<file path="src/rtl/ilsw_pkg.sv">
// Shared types, constants and helpers for the inverse Laplacian spectral weight unit.
package ilsw_pkg;

    localparam int MAX_DIM    = 512;
    localparam int IDX_W      = $clog2(MAX_DIM);
    localparam int SIZE_W     = 10;
    localparam int HW_W       = 9;
    localparam int DEN_W      = 64;
    localparam int QUO_W      = 57;
    localparam int NUM_CFG    = 8;
    localparam int CFG_IDX_W  = 3;

    localparam logic [CFG_IDX_W-1:0] CFG_WEIGHT_X   = 3'd0;
    localparam logic [CFG_IDX_W-1:0] CFG_WEIGHT_Y   = 3'd1;
    localparam logic [CFG_IDX_W-1:0] CFG_WEIGHT_Z   = 3'd2;
    localparam logic [CFG_IDX_W-1:0] CFG_REG_ALPHA  = 3'd3;
    localparam logic [CFG_IDX_W-1:0] CFG_GAIN_NUM   = 3'd4;
    localparam logic [CFG_IDX_W-1:0] CFG_SIZE_Z     = 3'd5;
    localparam logic [CFG_IDX_W-1:0] CFG_SIZE_Y     = 3'd6;
    localparam logic [CFG_IDX_W-1:0] CFG_HALF_WIDTH = 3'd7;

    // Item handed from the front part to the back part.
    typedef struct packed {
        logic [31:0]     coef_re;
        logic [31:0]     coef_im;
        logic            last;
        logic [DEN_W-1:0] den;
    } job_t;

    typedef struct packed {
        logic [31:0] weight_x;
        logic [31:0] weight_y;
        logic [31:0] weight_z;
        logic [31:0] alpha;
        logic [31:0] gain_num;
        logic [SIZE_W-1:0] size_z;
        logic [SIZE_W-1:0] size_y;
        logic [HW_W-1:0]   half_width;
    } cfg_t;

    // Clamp a size register into [2, hi].
    function automatic logic [SIZE_W-1:0] clamp_size(input logic [SIZE_W-1:0] v,
                                                     input logic [SIZE_W-1:0] hi);
        logic [SIZE_W-1:0] r;
        r = v;
        if (v < SIZE_W'(2)) r = SIZE_W'(2);
        else if (v > hi)    r = hi;
        return r;
    endfunction

    // Fold an index to its signed frequency magnitude.
    function automatic logic [IDX_W-1:0] fold(input logic [IDX_W-1:0] idx,
                                              input logic [SIZE_W-1:0] n);
        logic [IDX_W-1:0] r;
        if ({1'b0, idx} <= (n >> 1)) r = idx;
        else                          r = IDX_W'(n - {1'b0, idx});
        return r;
    endfunction

endpackage

</file>
<file path="src/rtl/ilsw_fifo.sv">
// Short queue between the front and back parts.
module ilsw_fifo (
    input  logic           clk,
    input  logic           rst_n,
    input  logic           wr_valid,
    output logic           wr_ready,
    input  ilsw_pkg::job_t wr_data,
    output logic           rd_valid,
    input  logic           rd_ready,
    output ilsw_pkg::job_t rd_data
);

    ilsw_pkg::job_t mem_reg [2];
    logic       wp_reg, rp_reg;
    logic [1:0] cnt_reg;
    logic       wr, rd;

    assign wr_ready = (cnt_reg != 2'd2);
    assign rd_valid = (cnt_reg != 2'd0);
    assign wr       = wr_valid && wr_ready;
    assign rd       = rd_valid && rd_ready;
    assign rd_data  = mem_reg[rp_reg];

    // Pointers and fill count.
    always_ff @(posedge clk or negedge rst_n)
    begin
        if (!rst_n)
        begin
            wp_reg  <= 1'b0;
            rp_reg  <= 1'b0;
            cnt_reg <= 2'd0;
        end
        else
        begin
            if (wr) wp_reg <= !wp_reg;
            if (rd) rp_reg <= !rp_reg;
            cnt_reg <= cnt_reg + 2'(wr) - 2'(rd);
        end
    end

    // Storage.
    always_ff @(posedge clk)
    begin
        if (wr) mem_reg[wp_reg] <= wr_data;
    end

endmodule

</file>
<file path="config.mk">
export PLATFORM = sky130hd
export DESIGN_NAME = ilsw_fifo
export DESIGN_NICKNAME = d
export VERILOG_FILES = /design/src/rtl/ilsw_pkg.sv /design/src/rtl/ilsw_fifo.sv
export SDC_FILE = /design/constraint.sdc
export NUM_CORES = 1
export LEC_CHECK = 0
export BUFFER_PORTS_ARGS = -buffer_cell sky130_fd_sc_hd__buf_2
export CAP_MARGIN = 20
export CELL_PAD_IN_SITES_DETAIL_PLACEMENT = 0
export CELL_PAD_IN_SITES_GLOBAL_PLACEMENT = 2
export CORE_ASPECT_RATIO = 1.25
export CORE_MARGIN = 4
export CORE_UTILIZATION = 38
export DETAILED_ROUTE_END_ITERATION = 16
export GPL_ROUTABILITY_DRIVEN = 0
export HOLD_SLACK_MARGIN = 0.05
export PLACE_DENSITY_LB_ADDON = 0.1
export SLEW_MARGIN = 20
export SYNTH_ARGS = -nofsm -noshare
export SYNTH_HDL_FRONTEND = slang
export SYNTH_SLANG_ARGS = --single-unit
</file>
<file path="constraint.sdc">
create_clock -name clk -period 8.2 [get_ports clk]
set_input_delay 0.41 -clock clk [delete_from_list [all_inputs] [get_ports clk]]
set_output_delay 0.41 -clock clk [all_outputs]
set_load 0.05 [all_outputs]
</file>
==> metrics.txt, run 1 <==
register share of total power 37.5%; input/output buffers 263; wire per inst 19.3 µm; r2r endpoint mem_reg[1][20]$_DFFE_PP_; Worst-Margin Slew 1.01 ns; layout cells sized above 1 60.8%; PnR Total Power 5.22 mW; TritonCTS clock tree yes; area leader, netlist edfxtp_1; EDFF count, synth 258; Reg2Reg Depth 3; Post-DP HPWL 13.7 mm; MaxCap Viol Count 0; number of global-route vias before repair 5,114; cell family with most CP delay buffers and inverters; WHS Path Cells 1; worst setup margin 4.71 ns; CTS Buf Count 26; Fin. Hold Viols 0; final setup fails 0; top-area cell type share of the netlist area 81.1%; Period Utilization, post-route 42.6%; R2R setup slack 5.47 ns; DRT antenna net count 0; total grt overflow 0; unrepaired setup endpoints after global routing false; max FFs per register 258; row count 64; overall die area 27,800 µm²; Filler cells 2,178; die width 150 µm; WP buf/inv 2; crit-path cells buf_4, mux2_2, buf_2; initial core utilization 38.7%; most frequent cells after synthesis 258 x edfxtp_1, 129 x mux2_2, 10 x buf_6; core footprint 24,700 µm²; switching share of total power 40.6%; internal power 3.10 mW; Final Routed Wirelength 20.3 mm; clk slew on worst S/H paths 0.06 ns; number of distinct library cells after synthesis 19; CP startpoint kind flop; Top FF cell, synth edfxtp_1; CP max stage delay 0.99 ns; fin area 12,100 µm²; status complete, no violations; Nets 839; f_max 286 MHz; first drt pass iteration count 4; top cells by area, synth edfxtp_1 81%, mux2_2 15%, buf_6 1.2%; TNS Setup 0 ns; Layout Cells excl Fill 1,054; Root Buffer clkbuf_16; first-pass GRT wire length 29.4 mm; flops & latches, synth 262; post-placement cell area 11,200 µm²; Rel. slew slack 32.9%; leakage 4.48 nW; DR vias/cell 4.62; clock sinks 262; Netlist Area Pre-Place 9560 µm²; drt initial violations 223; WS Path Type flop to output port; ANT cells 0; arrival time at the worst endpoint 3.08 ns; initial antenna violation count 5; largest net degree at the start of global routing 71; clk_lat worst skew 0.51 ns; CP Max Fanout 68; Yosys warning count 0; ys async rst share 1.53%; worst setup path startpoint rp_reg$_DFFE_PN0P_; sequential area share after synthesis 82.1%; crit end category output port; Tot GR Track Use 13.8%; Max Root-Sink Buffers 3; clock network power share 22.9%; Syn Inst Count 423; placed cell count 1,006; setup bufs post-CTS 0; Worst EP required 7.79 ns; worst hold path type input port to flop; Slowest-stage cell, CP dfrtp_4; I/O Pins 264; Critical R2R Launch cnt_reg[0]$_DFF_PN0_; H-tree lvl count 1; post-layout min period 3.49 ns; via count 4,871; DIE HEIGHT 185 µm; DRC errors left 0; Sw Pwr 2.12 mW; Comb pwr share 39.6%; Slew Limit Fails 0; Syn Area/Cell 22.6 µm²; number of cells on the critical path 3; Area growth, synth to finish 26.4%; post-synth net total 557; CP Capture Point rd_data[84]; pre-CTS setup slack 5.17 ns; Worst Clk Skew 0.0135 ns; maximum vdd ir drop 0.000192 V; pwr/cell area 432 nW/µm²; most common cell in the netlist edfxtp_1
==> metrics by stage <==
step,hold slack [ns],utilization (%)
detailed placement,0.225,45.4
finish,0.0807,49.0
floorplan,0.114,-
global route,0.0510,49.0
global placement,0.222,45.4
CTS,0.0573,49.0
==> power by group through the flow <==
stage | clock network, mW | logic [mW] | registers [mW]
floorplan | 0 | 1.72 | 1.96
global placement | 0 | 2.09 | 1.99
detailed placement | 0 | 2.10 | 2.00
CTS | 1.23 | 2.11 | 1.97
global route | 1.29 | 2.17 | 1.99
finish | 1.20 | 2.07 | 1.96
==> worst reg2reg max path, stage by stage, from the launching register on <==
cell and delay (ns):
dfrtp_1 0.42, nand2b_1 0.17, and3_4 0.86, buf_4 0.85
==> final cells by class <==
cell class,count,area (µm²),share of cell area (%)
Tap cell,330,413,3.42
Clock buffer,29,683,5.66
Timing Repair Buffer,268,1360,11.2
Sequential cell,262,7850,65.0
Clock inverter,18,190,1.57
Multi-Input combinational cell,147,1590,13.1
==> routing by layer <==
| metal | GRT usage (%) | part of all wire (%) | vias to the layer above |
|---|---|---|---|
| met2 | 24.1 | 51 | 171 |
| met3 | 5.16 | 9.7 | 29 |
| met1 | 16.6 | 38 | 2402 |
| met4 | 2.67 | 1.1 | 10 |
| met5 | 0 | 0.31 | - |
| li1 | - | - | 2259 |
==> cell usage in the layout, fill, tap and decap left out, types with 3 or more instances in the layout <==
cell	count
buf_4	4
bufinv_16	4
clkinv_2	5
xnor2_1	3
clkinvlp_4	3
dfrtp_1	3
buf_2	263
edfxtp_1	258
clkbuf_16	27
mux2_2	129
clkinv_1	6
==> kinds of logic (layout without fill, tap and decap cells) <==
family / after synthesis / in the layout / share of synthesized area [%]
flip-flops: 262 / 262 / 82.1
multiplexers: 129 / 129 / 15.2
buffers and inverters: 14 / 315 / 1.41
AND/OR/NAND/NOR: 11 / 11 / 0.615
AO/OA/AOI/OAI: 3 / 3 / 0.249
XOR/XNOR: 3 / 3 / 0.275
adder cells (fa/ha/maj): 1 / 1 / 0.131
==> what timing repair did <==
item                                   4_1_cts  5_1_grt
resized for setup                            0        0
hold buffers                                 1        0
setup endpoints to repair                    0        0
endpoints found under the hold margin        4        0
==> worst min path at each step <==
| stage | startpoint | endpoint |
|---|---|---|
| floorplan | rst_n | cnt_reg[0]$_DFF_PN0_ |
| global placement | rst_n | cnt_reg[0]$_DFF_PN0_ |
| detailed placement | rst_n | cnt_reg[0]$_DFF_PN0_ |
| CTS | wr_data[10] | mem_reg[0][10]$_DFFE_PP_ |
| global route | wr_data[1] | mem_reg[1][1]$_DFFE_PP_ |
| finish | wr_data[10] | mem_reg[0][10]$_DFFE_PP_ |
No activity file was read; power rests on OpenSTA's default activity.
==> run 2: changes to the inputs <==
- ABC_AREA: not set -> 1
- CORE_UTILIZATION: 38 -> 34
- clock period: 8.2 -> 3.6 ns (I/O delays scaled with it)
==> metrics.txt, run 2 <==
status complete, no violations; met1 wire length 9.04 mm; input/output buffers 263; via count 6,376; H-tree lvl count 1; final setup fails 0; Netlist Area Pre-Place 9560 µm²; Post-DP HPWL 14.5 mm; Root Buffer clkbuf_16; EDFF count, synth 258; most frequent cells after synthesis 396 x nand2_1, 258 x edfxtp_1, 25 x buf_2; wire per inst 15.6 µm; flops & latches, synth 262; Worst Clk Skew 0.0160 ns; met3 WL 1.85 mm; clk_lat worst skew 0.52 ns; area leader, netlist edfxtp_1; CP max stage delay 0.79 ns; row count 68; WHS Path Cells 2; top cells by area, synth edfxtp_1 81%, nand2_1 16%, buf_2 1.3%; Rel. slew slack 36.3%; drt initial violations 229; R2R setup slack 1.49 ns; DRT antenna net count 0; clock network power share 20.3%; CTS Buf Count 27; most common cell in the netlist nand2_1; pwr/cell area 940 nW/µm²; fin area 13,500 µm²; DIE HEIGHT 195 µm; CP startpoint kind flop; clock sinks 262; post-placement cell area 11,300 µm²; Syn Inst Count 705; Nets 1,244; PostCTS Resize Cnt 0; Worst EP required 3.42 ns; Slew Limit Fails 0; total grt overflow 0; number of distinct library cells after synthesis 13; Tot GR Track Use 14.6%; die width 158 µm; clk slew on worst S/H paths 0.06 ns; Sw Pwr 5.86 mW; post-synth net total 839; most used cell, CP nand2_1; Top FF cell, synth edfxtp_1; crit end category output port; first-pass GRT wire length 35.5 mm; Area growth, synth to finish 41.1%; post-cts hold buffer count 133; Max Root-Sink Buffers 3; placed cell count 1,298; crit-path cells buf_4, nand2_1, nand2_1, buf_2; initial core utilization 34.6%; leakage 5.75 nW; Period Utilization, post-route 81.3%; internal power 6.82 mW; worst setup margin 0.673 ns; Slowest-stage cell, CP dfrtp_4; Critical R2R Launch cnt_reg[1]$_DFF_PN0_; setup bufs post-CTS 0; overall die area 30,900 µm²; max FFs per register 258; end of the worst hold path mem_reg[1][17]$_DFFE_PP_; maximum vdd ir drop 0.000579 V; unrepaired setup endpoints after global routing false; TritonCTS clock tree yes; ANT cells 0; most frequent cells in the layout 396 x nand2_1, 263 x buf_2, 258 x edfxtp_1; CP Max Fanout 81; Syn Area/Cell 13.6 µm²; sequential area share after synthesis 82.1%; ys async rst share 1.53%; DRC errors left 0; Yosys warning count 0; hold slack 0.378 ns; hold path start wr_data[17]; worst hold path type input port to flop; core footprint 27,700 µm²; PnR Total Power 12.7 mW; Final Routed Wirelength 23.0 mm; I/O Pins 264; arrival time at the worst endpoint 2.75 ns; DR WL met2 11.6 mm; first drt pass iteration count 4; largest net degree at the start of global routing 82; post-layout min period 2.93 ns; layout cells sized above 1 27.4%; initial antenna violation count 2; Layout Cells excl Fill 1,480; Fin. Hold Viols 0; most common cell after layout, fill and taps aside nand2_1; Worst-Margin Slew 0.955 ns; switching share of total power 46.2%; number of global-route vias before repair 6,584; top-area cell type share of the netlist area 81.0%; WS Path Type flop to output port; DR vias/cell 4.31; Comb pwr share 45.0%; MaxCap Viol Count 0; r2r endpoint mem_reg[0][79]$_DFFE_PP_; Reg2Reg Depth 4; pre-CTS setup slack 1.14 ns; top sig layer met5; register share of total power 34.6%; f_max 342 MHz
run 2: cell count changes after synthesis, moves of 7 or more:
cell     delta
mux2_2    -129
inv_1       +7
nand2_1   +394
buf_6      -10
buf_2      +22
run 2: routing by layer:
| metal | vias to the layer above | track usage (%) |
|---|---|---|
| li1 | 3194 | - |
| met5 | - | 0 |
| met1 | 2950 | 17.5 |
| met2 | 188 | 25.5 |
| met4 | 4 | 3.82 |
| met3 | 40 | 4.26 |
run 2: cell families after synthesis:
kind of cell / after synthesis / synth area share, %
AOI/OAI and AO/OA: 2 / 0.105
xor gates and xnor gates: 1 / 0.0916
adders and majority gates: 1 / 0.131
buffers and inverters: 36 / 1.74
DFF: 262 / 82.1
and+or+nand+nor: 403 / 15.8
run 2: metrics by stage:
step	utilization, %	setup TNS [ns]
2_1_floorplan	-	-325.60
3_3_place_gp	41.0	0
3_5_place_dp	41.0	0
4_1_cts	48.8	0
5_1_grt	48.8	0
6_report	48.8	0
run 2: layout make-up:
class,instances,area [µm²]
repair buffers,404,2780
multi-input cells,407,1560
well taps,350,438
clock inverters,16,123
clock buffers,33,698
inverters,8,32.5
flip-flops and latches,262,7850
fillers,2476,14200
run 2: power by group through the flow:
stage          clock network (mW)  registers [mW]  logic, mW
2_1_floorplan                   0            4.43       4.22
3_3_place_gp                    0            4.46       5.73
3_5_place_dp                    0            4.47       5.72
4_1_cts                      2.68            4.40       5.85
5_1_grt                      2.82            4.46       6.13
6_report                     2.58            4.39       5.71
run 2: worst max-delay path by stage:
stage,startpoint,end
CTS,rp_reg$_DFFE_PN0P_,rd_data[3]
floorplan,cnt_reg[1]$_DFF_PN0_,mem_reg[1][0]$_DFFE_PP_
detailed placement,rp_reg$_DFFE_PN0P_,rd_data[125]
global route,rp_reg$_DFFE_PN0P_,rd_data[58]
finish,rp_reg$_DFFE_PN0P_,rd_data[77]
global placement,rp_reg$_DFFE_PN0P_,rd_data[65]
run 2: critical path: cells and delay by family, from the launching register on:
kind	cells	cell delay (ns)
flops	1	0.79
buf+inv	2	1.04
simple gates	2	0.24
==> run 3: changes to the inputs <==
- CORE_UTILIZATION: 34 -> 31
- clock period: 3.6 -> 2.4 ns (I/O delays scaled with it)
==> metrics.txt, run 3 (synthesis results as in run 2) <==
input/output buffers 263; Max Root-Sink Buffers 3; DR vias/cell 4.14; WS Path Type flop to output port; R2R setup slack 0.74 ns; pre-CTS setup slack 0.730 ns; final setup fails 0; CTS Buf Count 28; unrepaired setup endpoints after global routing false; Worst-Margin Slew 0.552 ns; max FFs per register 258; crit-path cells inv_4, buf_12, nand2_1, nand2_1, buf_2; CP max stage delay 0.51 ns; Final Routed Wirelength 23.7 mm; first-pass GRT wire length 35.7 mm; H-tree lvl count 1; clk_lat worst skew 0.53 ns; row count 71; Root Buffer clkbuf_16; clk slew on worst S/H paths 0.06 ns; Slowest-stage cell, CP dfrtp_4; I/O Pins 264; maximum vdd ir drop 0.000767 V; worst setup margin 0.379 ns; initial antenna violation count 1; number of global-route vias before repair 6,530; most frequent cells in the layout 394 x nand2_1, 263 x buf_2, 258 x edfxtp_1; post-layout min period 2.02 ns; Period Utilization, post-route 84.2%; cell family with most CP delay buffers and inverters; Fin. Hold Viols 0; arrival time at the worst endpoint 1.90 ns; f_max 495 MHz; ANT cells 0; total grt overflow 0; pwr/cell area 1420 nW/µm²; status complete, no violations; Layout Cells excl Fill 1,534; TritonCTS clock tree yes; die width 165 µm; initial core utilization 31.6%; largest net degree at the start of global routing 87; placed cell count 1,351; clock sinks 262; CP startpoint kind flop; via count 6,351; leakage 5.81 nW; Area growth, synth to finish 42.9%; layout cells sized above 1 28.0%; overall die area 33,700 µm²; worst hold path type input port to flop; Post-DP HPWL 14.8 mm; most common cell after layout, fill and taps aside nand2_1; crit end category output port; DIE HEIGHT 204 µm; Filler cells 2,864; first drt pass iteration count 5; Worst EP required 2.28 ns; drt initial violations 264; DRC errors left 0; WP buf/inv 3; PostCTS Resize Cnt 0; Slew Limit Fails 0; MaxCap Viol Count 0; setup bufs post-CTS 0; most used cell, CP nand2_1; Tot GR Track Use 13.6%; DRT antenna net count 0; CP Max Fanout 68; Nets 1,247; core footprint 30,300 µm²; Rel. slew slack 63.2%; wire per inst 15.4 µm; Worst Clk Skew 0.00569 ns
[run 3: timing repair]
item / 4_1_cts / 5_1_grt
endpoints found under the setup margin: 0 / 0
hold endpoints to repair: 266 / 0
hold buffers: 133 / 0
[run 3: path summary, 6_finish.rpt]
path	endpoint	cells past startpoint	startpoint
worst max-delay path	rd_data[114]	5	rp_reg$_DFFE_PN0P_
worst min-delay path	mem_reg[1][1]$_DFFE_PP_	2	wr_data[1]
worst max register to register	mem_reg[1][69]$_DFFE_PP_	4	cnt_reg[1]$_DFF_PN0_
worst min register to register	wp_reg$_DFFE_PN0P_	2	wp_reg$_DFFE_PN0P_
max in group asynchronous	rp_reg$_DFFE_PN0P_	3	rst_n
min in group asynchronous	rp_reg$_DFFE_PN0P_	3	rst_n
[run 3: cell type report]
cell class | count | area (µm²) | share of cell area [%]
tap | 401 | 502 | 3.67
timing repair buffer | 406 | 2810 | 20.6
clock inverter | 15 | 145 | 1.06
sequential | 262 | 7850 | 57.5
clock buffer | 35 | 748 | 5.48
multi-input combinational | 407 | 1580 | 11.5
inverter | 8 | 32.5 | 0.238
[run 3: stage by stage]
step           utilization (%)  power [mW]  hold WS (ns)  setup TNS [ns]  cell area, µm²
2_1_floorplan                -        12.9        -0.176         -166.40            9590
3_3_place_gp              37.8        15.4       -0.0595               0           11400
3_5_place_dp              37.8        15.4       -0.0568               0           11400
4_1_cts                   45.1        19.8         0.273               0           13700
5_1_grt                   45.1        20.5         0.286               0           13700
6_report                  45.1        19.4         0.310               0           13700
[run 3: report_power, final]
part	internal [mW]	switching, mW	leakage (nW)
clock	2.51	1.64	0.438
sequential	6.24	0.230	2.44
combinational	1.77	6.99	2.93
total	10.5	8.86	5.81
[run 3: routing by layer]
| metal | track usage (%) | vias to the layer above | wire length (µm) |
|---|---|---|---|
| li1 | - | 3202 | - |
| met5 | 0 | - | 7 |
| met3 | 3.63 | 30 | 1760 |
| met2 | 23.8 | 177 | 12200 |
| met4 | 3.00 | 2 | 387 |
| met1 | 16.6 | 2940 | 9310 |
